## config.mk

```make
export PLATFORM = sky130hd
export DESIGN_NAME = sobel_ctrl
export DESIGN_NICKNAME = d
export VERILOG_FILES = /design/src/rtl/core/sobel_pkg.sv /design/src/rtl/core/sobel_ctrl.sv
export SDC_FILE = /design/constraint.sdc
export NUM_CORES = 1
export LEC_CHECK = 0
export BUFFER_PORTS_ARGS = -buffer_cell sky130_fd_sc_hd__buf_4
export CORE_AREA = 3 3 40 42
export CTS_CLUSTER_SIZE = 14
export DETAILED_ROUTE_END_ITERATION = 10
export DIE_AREA = 0 0 43 45
export PLACE_DENSITY = 0.42
export SETUP_SLACK_MARGIN = 0.05
export SYNTH_ARGS = -nofsm -noshare
export SYNTH_HDL_FRONTEND = slang
export SYNTH_SLANG_ARGS = --single-unit
```

## constraint.sdc

```tcl
create_clock -name clk -period 1.7 [get_ports clk]
set_input_delay 0.17 -clock clk [delete_from_list [all_inputs] [get_ports clk]]
set_output_delay 0.17 -clock clk [all_outputs]
set_load 0.005 [all_outputs]
```

## src/rtl/core/sobel_pkg.sv

```systemverilog
// Shared constants, types and helpers for the Sobel edge stream.
package sobel_pkg;

  localparam int DEF_MAX_WIDTH  = 1024;
  localparam int DEF_MAX_HEIGHT = 1024;
  localparam int CFG_W = 11;

  localparam logic CFG_IDX_WIDTH  = 1'b0;
  localparam logic CFG_IDX_HEIGHT = 1'b1;

  localparam logic CMD_PIXEL = 1'b0;
  localparam logic CMD_FLUSH = 1'b1;

  // Commands from controller to datapath
  typedef struct packed {
    logic restart;   // clear positions and counters
    logic wr_pixel;  // store gray of the accepted pixel
    logic rd_start;  // begin window reads for the oldest pending centre
    logic rd_step;   // issue one window read
    logic compute;   // form window sums
    logic finish;    // finish magnitude and load output
  } sob_cmd_t;

  // Status from datapath to controller
  typedef struct packed {
    logic emit_due;    // pending exceeds width+1, or the item is a flush
    logic any_pending; // at least one pending centre
    logic rd_done;     // all nine window reads issued and returned
    logic sqrt_done;   // root iteration finished
  } sob_sts_t;

  // gray = floor((30r+59g+11b)/100)
  function automatic logic [7:0] gray_of(input logic [7:0] r, input logic [7:0] g,
                                         input logic [7:0] b);
    logic [14:0] sum;
    logic [31:0] prod;
    sum  = 15'(30 * r) + 15'(59 * g) + 15'(11 * b);
    // reciprocal of 100 scaled by 2^19, exact for sums below 43690
    prod = 32'(sum) * 32'd5243;
    return prod[26:19];
  endfunction

endpackage

```

## src/rtl/core/sobel_ctrl.sv

```systemverilog
// Controller state machine for the Sobel edge stream.
module sobel_ctrl (
  input  logic               clk,
  input  logic               rst,
  input  logic               cfg_we,
  input  logic               in_fire,
  input  logic               in_cmd,
  input  logic               out_free,
  input  sobel_pkg::sob_sts_t sts,
  output sobel_pkg::sob_cmd_t cmd,
  output logic               in_ready
);
  import sobel_pkg::*;

  typedef enum logic [2:0] {S_IDLE, S_CHECK, S_READ, S_CALC, S_SQRT, S_WAIT} state_t;
  state_t state;

  assign in_ready = (state == S_IDLE) && !cfg_we;

  always_comb begin
    cmd = '0;
    cmd.restart  = cfg_we;
    cmd.wr_pixel = in_fire && (in_cmd == CMD_PIXEL);
    cmd.rd_start = (state == S_CHECK);
    cmd.rd_step  = (state == S_READ);
    cmd.compute  = (state == S_CALC);
    cmd.finish   = (state == S_WAIT) && out_free;
  end

  always_ff @(posedge clk) begin
    if (rst || cfg_we) begin
      state <= S_IDLE;
    end else begin
      case (state)
        S_IDLE: begin
          if (in_fire) begin
            if (in_cmd == CMD_FLUSH) begin
              if (sts.any_pending) state <= S_CHECK;
            end else begin
              state <= S_CHECK;
            end
          end
        end
        S_CHECK: begin
          // a pixel only emits once enough lookahead exists
          if (sts.emit_due) state <= S_READ;
          else state <= S_IDLE;
        end
        S_READ: begin
          if (sts.rd_done) state <= S_CALC;
        end
        S_CALC: state <= S_SQRT;
        S_SQRT: begin
          if (sts.sqrt_done) state <= S_WAIT;
        end
        S_WAIT: begin
          if (out_free) state <= S_IDLE;
        end
        default: state <= S_IDLE;
      endcase
    end
  end
endmodule

```

### Word level (Yosys, flattened, before mapping)

Cells that the tools add are included.
W data, S select, Z words.

* output and inout bits: 7
* logic and storage cells: 27
* input port bits: 10
* flip-flop bits (word level): 3

* eq/ne operators: 10
* reduce and logical (&&, ||, !) cells: 7
* bitwise operators: 1
* mux-type cells: 8

Operator list (count)
* $mux W3: 6
* $pmux W3 S6: 1
* $ne A2 B2 Y1 const B: 4
* $eq A3 B2 Y1 const B: 2
* $eq A3 B3 Y1 const B: 2
* $reduce_and A5 Y1: 1
* $eq A3 B1 Y1 const B: 1
* $logic_and A1 B1 Y1: 3
* $logic_not A3 Y1: 1
* $ne A3 B3 Y1 const B: 1
* $mux W2: 1
* $logic_not A1 Y1: 1
* $logic_or A1 B1 Y1: 1
* $not A1 Y1: 1

### Logic depth before layout (Yosys ltp)

Gate-level depths: netlist of run 1.

* depth after elaboration: 4
* gate-level depth with buffers: 4
* depth with buffers taken out: 4

### Worst setup path after synthesis of run 1

No wires, ideal clock.

* kind: register to register
* from: register state[2]
* to: register state[0]
* period minus slack after synthesis: 1.214 ns
* data required time: 1.641 ns
* buffers on the path: 0
* library setup time: 0.059 ns
* setup slack: 0.486 ns
* data arrival time: 1.155 ns
* stages on the path, launching flop included: 5
* cells stage by stage: dfxtp_1 -> nand2b_4 -> a2111o_1 -> a221o_1 -> nand2_1

* longest elaborated chain between the ends: 3
* elaborated cells between the ends (all ways): 13
* classes of those cells: eq/ne (10); mux (1); reduce/logical (2)

Ends and longest elaborated chain
* start: declaration: line sobel_ctrl.sv:16 `state_t state;`
* start signal: assignment: line sobel_ctrl.sv:32 `state <= S_IDLE;`
* start signal: assignment: line sobel_ctrl.sv:38 `if (sts.any_pending) state <= S_CHECK;`
* start signal: assignment: line sobel_ctrl.sv:40 `state <= S_CHECK;`
* $eq A3 B2 Y1 (tied with other cells): line sobel_ctrl.sv:34 `case (state)`
* $ne A2 B2 Y1 (no line) or $ne A3 B3 Y1 (tied branches)
* $reduce_and A5 Y1 (no line)

Parallel ways exist; a longest one is shown, timed or not.
A chain may end at the register's enable or synchronous reset.

==> summary.txt, run 1 <==
Detailed routing
  • Routed wire length: 641 um
  • Initial DRT Pass Iterations: 2
  • Vias: 258
  • Vias/cell: 4.23
  • Final ANT Viol Nets: 0
  • # DRC: 0
  • DRT iter0 DRCs: 7
  • Routed length per instance: 10.5 um

Cells and area
  • Max reg flops: 3
  • Antenna cells: 0
  • Layout cells sized above 1: 0.478
  • Non-Filler Instances: 61
  • Final net count: 57
  • Fin util: 0.296
  • Largest regs: state: 3 flops
  • Fillers: 151
  • Biggest register: state
  • Most frequent cells in the layout: buf_4 (16), nand2_1 (3), clkbuf_4 (3), dfxtp_1 (3)
  • Area grow syn2layout: 67.0%
  • Final instance area: 380 um^2
  • Commonest non-fill, non-tap cell in the layout: buf_4

Floorplan
  • I/O pins: 17
  • Row cnt: 13
  • Core area: 1280 um^2
  • Die ar.: 1940 um^2
  • Initial Util: 0.177
  • Die extent in y: 45 um
  • Chip width: 43 um

Clocking
  • Max H-tree Level: 1
  • CTS Hold Bufs: 0
  • Latest clock arrival within the worst-skew pair: 230 ps
  • Worst-path clk slew: 40 ps
  • Clock Sinks: 3
  • Post-CTS setup buffers: 0
  • # resized after CTS: 0
  • Clk buf depth: 2
  • TritonCTS clock tree: built
  • CTS Root Cell: clkbuf_4
  • CTS buffer count: 3

Yosys
  • Cells after Synth: 28
  • Post-Synth XOR/XNOR Area: 0
  • #FFs+latches synth: 3
  • Multiplexer area fraction after synthesis: 0.0495
  • Simple-Gate Fraction of Synth Area: 0.445
  • Area fraction in compound gates after synthesis: 0.170
  • Area share of fa/ha/maj cells after synthesis: 0
  • Synth Net Count: 38
  • Synth cell types: 21
  • Number of synthesis warnings: 0
  • Largest family of logic cells by synthesized area: simple AND/OR/NAND/NOR gates
  • Mean post-synth cell area: 8.13 um^2
  • Cell Area, Synth: 228 um^2
  • Seq/Total Area, Yosys: 0.264

STA
  • Final worst slack: 397 ps
  • Tcrit/Tclk final: 0.766
  • Final Skew: 0.564 ps
  • FMAX: 768 MHz
  • Final slew viol count: 0
  • Post-layout min period: 1300 ps
  • Setup TNS: 0 ps
  • RSZ-0062 raised after global routing: false
  • Fin. Hold Viols: 0
  • Slew of the pin with the lowest slew margin: 333 ps
  • Final setup vio count: 0
  • Rel. slew slack: 0.778
  • Hold WS: 126 ps

Worst setup path
  • Worst-path fanout max: 8
  • Flop-to-flop setup slack: 420 ps
  • Worst setup SP type: flip-flop
  • Critical R2R Capture: state[0]
  • Kind of critical path: flip-flop to primary output
  • Reg2reg start: state[2]
  • Cells on worst reg2reg path: 4
  • Crit path DAT: 1130 ps
  • Critical Path RT: 1530 ps
  • Worst Setup SP: state[2]
  • Nature of the critical path endpoint: primary output
  • CP Capture Point: cmd[0]

Power
  • Peak supply drop: 277 uV
  • Leak: 0.174 nW
  • Cell Pwr Density: 635 nW/um^2
  • Overall Power: 0.242 mW

Status
  • Outcome: completed

GRT
  • Gr ovfl total: 0
  • First-pass GRT wire length: 1040 um
  • GRT Total Usage: 0.0733
  • Vias in the first global route: 271
  • Initial antenna violation count: 0
  • Largest net degree at the start of global routing: 13

Hold path
  • WHS Path Cells: 2
  • Worst hold path class: primary input to flip-flop
  • Hold wc startpoint: rst

Placement
  • Port bufs: 16
  • GPL Wtd Cong: 0.719
  • Placed instance area: 354 um^2
  • Pre-CTS setup slack: 409 ps
  • Detailed placement HPWL: 514 um
  • Cell total after placement: 57

Run
  • Max-cap violations: 0
layout make-up:
type | instances | area [um^2] | area share
multi-input cells | 22 | 151 | 0.398
well taps | 15 | 18.8 | 0.0493
inverters | 1 | 3.75 | 0.00987
repair buffers | 16 | 120 | 0.316
flip-flops and latches | 3 | 60.1 | 0.158
clock buffers | 4 | 26.3 | 0.0691
power by group:
part / switching (mW) / internal [mW]
clock: 0.0353 / 0.0879
sequential: 0.00382 / 0.0724
combinational: 0.0144 / 0.0280
total: 0.0535 / 0.188
cell families (layout without fill, tap and decap cells):
group	count (synthesis)	after routing
AOI/OAI and AO/OA	5	5
buffers and inverters	3	21
DFF	3	3
muxes	1	1
and+or+nand+nor	16	16
how the worst min path moves through the flow:
stage / end / slack (ps)
after floorplan: state[1] / 250
after global placement: state[1] / 370
after detailed placement: state[1] / 360
after CTS: state[1] / 110
after global routing: state[1] / 130
final: state[1] / 130
critical path, cell delays in order (launching register included):
cell	delay (ps)
dfxtp_1	430
or2b_1	270
nor2_1	90
buf_4	110
per-layer routing:
metal,vias to the layer above,global-route usage,routed length [um]
met1,115,0.0723,241
met4,0,0.0723,0
li1,137,-,-
met2,6,0.123,365
met3,0,0.0199,34
met5,-,0,0
cell usage after synthesis:
library cell  number  area [um^2]
o21a_1             1         7.51
nor3b_1            2         15.0
or2b_1             1         7.51
buf_2              1         5.00
nor2_1             2         7.51
nand2b_4           1         13.8
dfxtp_1            3         60.1
nand4_1            1         6.26
inv_1              1         3.75
buf_4              1         7.51
a221o_1            1         10.0
nand2b_1           1         6.26
nor2b_1            1         6.26
mux2_2             1         11.3
and3b_2            1         10.0
a21oi_1            1         5.00
a2111o_1           1         11.3
nand2_1            3         11.3
o21ai_0            1         5.00
nor3_1             1         5.00
nor4_1             2         12.5
No activity file was read; power rests on OpenSTA's default activity.
==> inputs of run 2 (changes only) <==
Clock period 1.7 ns to 1.3 ns, I/O delays scaled along.
==> run 2 against run 1 <==
Compared with the run above: final area grew 5.6%; non-clock buffer count grew 1; worst setup slack lost 310 ps; die area is the same; utilization grew 1.7 points; critical endpoint is now in_ready; sequential power grew 33%; sequential share of layout area grew 0.098 points.
==> summary.txt, run 2 (synthesis results as in run 1) <==
Status
  • Outcome: completed

Clocking
  • Worst-path clk slew: 30 ps
  • Max H-tree Level: 1
  • CTS Hold Bufs: 0
  • Clock Sinks: 3
  • Latest clock arrival within the worst-skew pair: 230 ps
  • Post-CTS setup buffers: 0
  • Clk buf depth: 2
  • CTS buffer count: 3
  • CTS Root Cell: clkbuf_4
  • TritonCTS clock tree: built

Power
  • Fraction of power consumed by combinational cells: 0.183
  • Sw power: 0.0693 mW
  • Int Pwr: 0.247 mW
  • Peak supply drop: 265 uV
  • Switching Share: 0.219
  • Part of the power in registers: 0.319
  • Overall Power: 0.317 mW
  • Leak: 0.182 nW
  • Cell Pwr Density: 788 nW/um^2
  • Clock Power Share: 0.498

STA
  • RSZ-0062 raised after global routing: true
  • Tcrit/Tclk final: 0.934
  • FMAX: 824 MHz
  • Rel. slew slack: 0.865
  • Post-layout min period: 1210 ps
  • Final slew viol count: 0
  • Slew of the pin with the lowest slew margin: 201 ps
  • Final setup vio count: 0
  • Final Skew: 0.645 ps
  • Setup TNS: 0 ps
  • Fin. Hold Viols: 0

Worst setup path
  • Cell count along the critical path: 3
  • Reg2reg start: state[2]
  • Crit path max-delay cell type: dfxtp_2
  • CP bufs+invs: 2
  • Nature of the critical path endpoint: primary output
  • Worst-path fanout max: 5
  • Cells on worst reg2reg path: 4
  • Kind of critical path: flip-flop to primary output
  • Critical R2R Capture: state[0]
  • Crit-path cells: buf_4, nor4_2, buf_4
  • Most frequent CP cell: buf_4
  • Flop-to-flop setup slack: 120 ps
  • CP top delay family: flip-flops
  • Worst setup SP type: flip-flop
  • Critical path's largest stage delay: 320 ps
  • Crit path DAT: 1080 ps
  • Critical Path RT: 1170 ps

GRT
  • GRT Total Usage: 0.0841
  • Initial antenna violation count: 0
  • Gr ovfl total: 0
  • Vias in the first global route: 297
  • First-pass GRT wire length: 1160 um
  • Largest net degree at the start of global routing: 13

Detailed routing
  • DRT iter0 DRCs: 5
  • Vias/cell: 4.44
  • Routed length per instance: 11.4 um
  • Met2 wire length: 391 um
  • Highest metal used: met3
  • # DRC: 0
  • Final ANT Viol Nets: 0
  • Routed wire length: 706 um
  • Vias: 275
  • Met1 WL: 275 um
  • DR WL met3: 40 um
  • Initial DRT Pass Iterations: 2

Cells and area
  • Fin util: 0.313
  • Max reg flops: 3
  • Final instance area: 402 um^2
  • Most frequent cells in the layout: buf_4 (17), nand2_1 (3), clkbuf_4 (3), dfxtp_2 (3)
  • Area grow syn2layout: 76.4%
  • Biggest register: state
  • Final net count: 58
  • Non-Filler Instances: 62
  • Layout cells sized above 1: 0.596
  • Largest regs: state: 3 flops
  • Antenna cells: 0
  • Commonest non-fill, non-tap cell in the layout: buf_4

Floorplan
  • Row cnt: 13
  • Core area: 1280 um^2
  • Die ar.: 1940 um^2
  • I/O pins: 17
  • Chip width: 43 um
  • Die extent in y: 45 um
  • Initial Util: 0.177

Run
  • Max-cap violations: 0

Hold path
  • WHS Path Cells: 2
  • Hold worst-path end: state[1]
  • Hold wc startpoint: rst
  • Worst hold path class: primary input to flip-flop

Placement
  • Placed instance area: 362 um^2
  • Detailed placement HPWL: 569 um
  • Cell total after placement: 58
  • Port bufs: 16
  • GPL Wtd Cong: 0.782
[run 2: changes by cell type in the layout (fill, tap and decap cells not counted), sizes merged]
cell	delta
buf	+1
[run 2: how the worst max path moves through the flow]
| stage | from | endpoint | slack [ps] |
|---|---|---|---|
| global route | state[2] | in_ready | 30 |
| CTS | state[2] | in_ready | 40 |
| global placement | state[2] | state[0] | 110 |
| finish | state[2] | in_ready | 90 |
| detailed placement | state[2] | state[0] | 90 |
| floorplan | state[2] | state[0] | 90 |
[run 2: cell type report]
cell class,count,area (um^2)
inverter,1,3.75
tap,15,18.8
clock buffer,4,26.3
sequential,3,63.8
timing repair buffer,17,128
fill,144,883
multi-input combinational,22,161
[run 2: metal layers]
layer | vias to the layer above | GRT usage
met3 | 0 | 0.0199
met4 | 0 | 0.0904
met1 | 128 | 0.0771
li1 | 141 | -
met5 | - | 0
met2 | 6 | 0.147
[run 2: per-stage QoR]
| step | setup slack [ps] | hold slack (ps) |
|---|---|---|
| 2_1_floorplan | 86.0 | 206 |
| 3_3_place_gp | 112 | 323 |
| 3_5_place_dp | 88.3 | 328 |
| 4_1_cts | 39.7 | 78.4 |
| 5_1_grt | 33.3 | 84.3 |
| 6_report | 86.4 | 83.3 |
[run 2: timing repair]
item                                    4_1_cts  5_1_grt
pin swaps                                     0        1
gates resized for setup                       1        4
endpoints found under the setup margin        2        3
[run 2: power by group through the flow]
stage	sequential (mW)	combinational (mW)	clock [mW]
after global routing	0.102	0.0639	0.170
after detailed placement	0.101	0.0572	0
after global placement	0.101	0.0562	0
final	0.101	0.0579	0.158
after CTS	0.100	0.0574	0.168
after floorplan	0.0973	0.0238	0
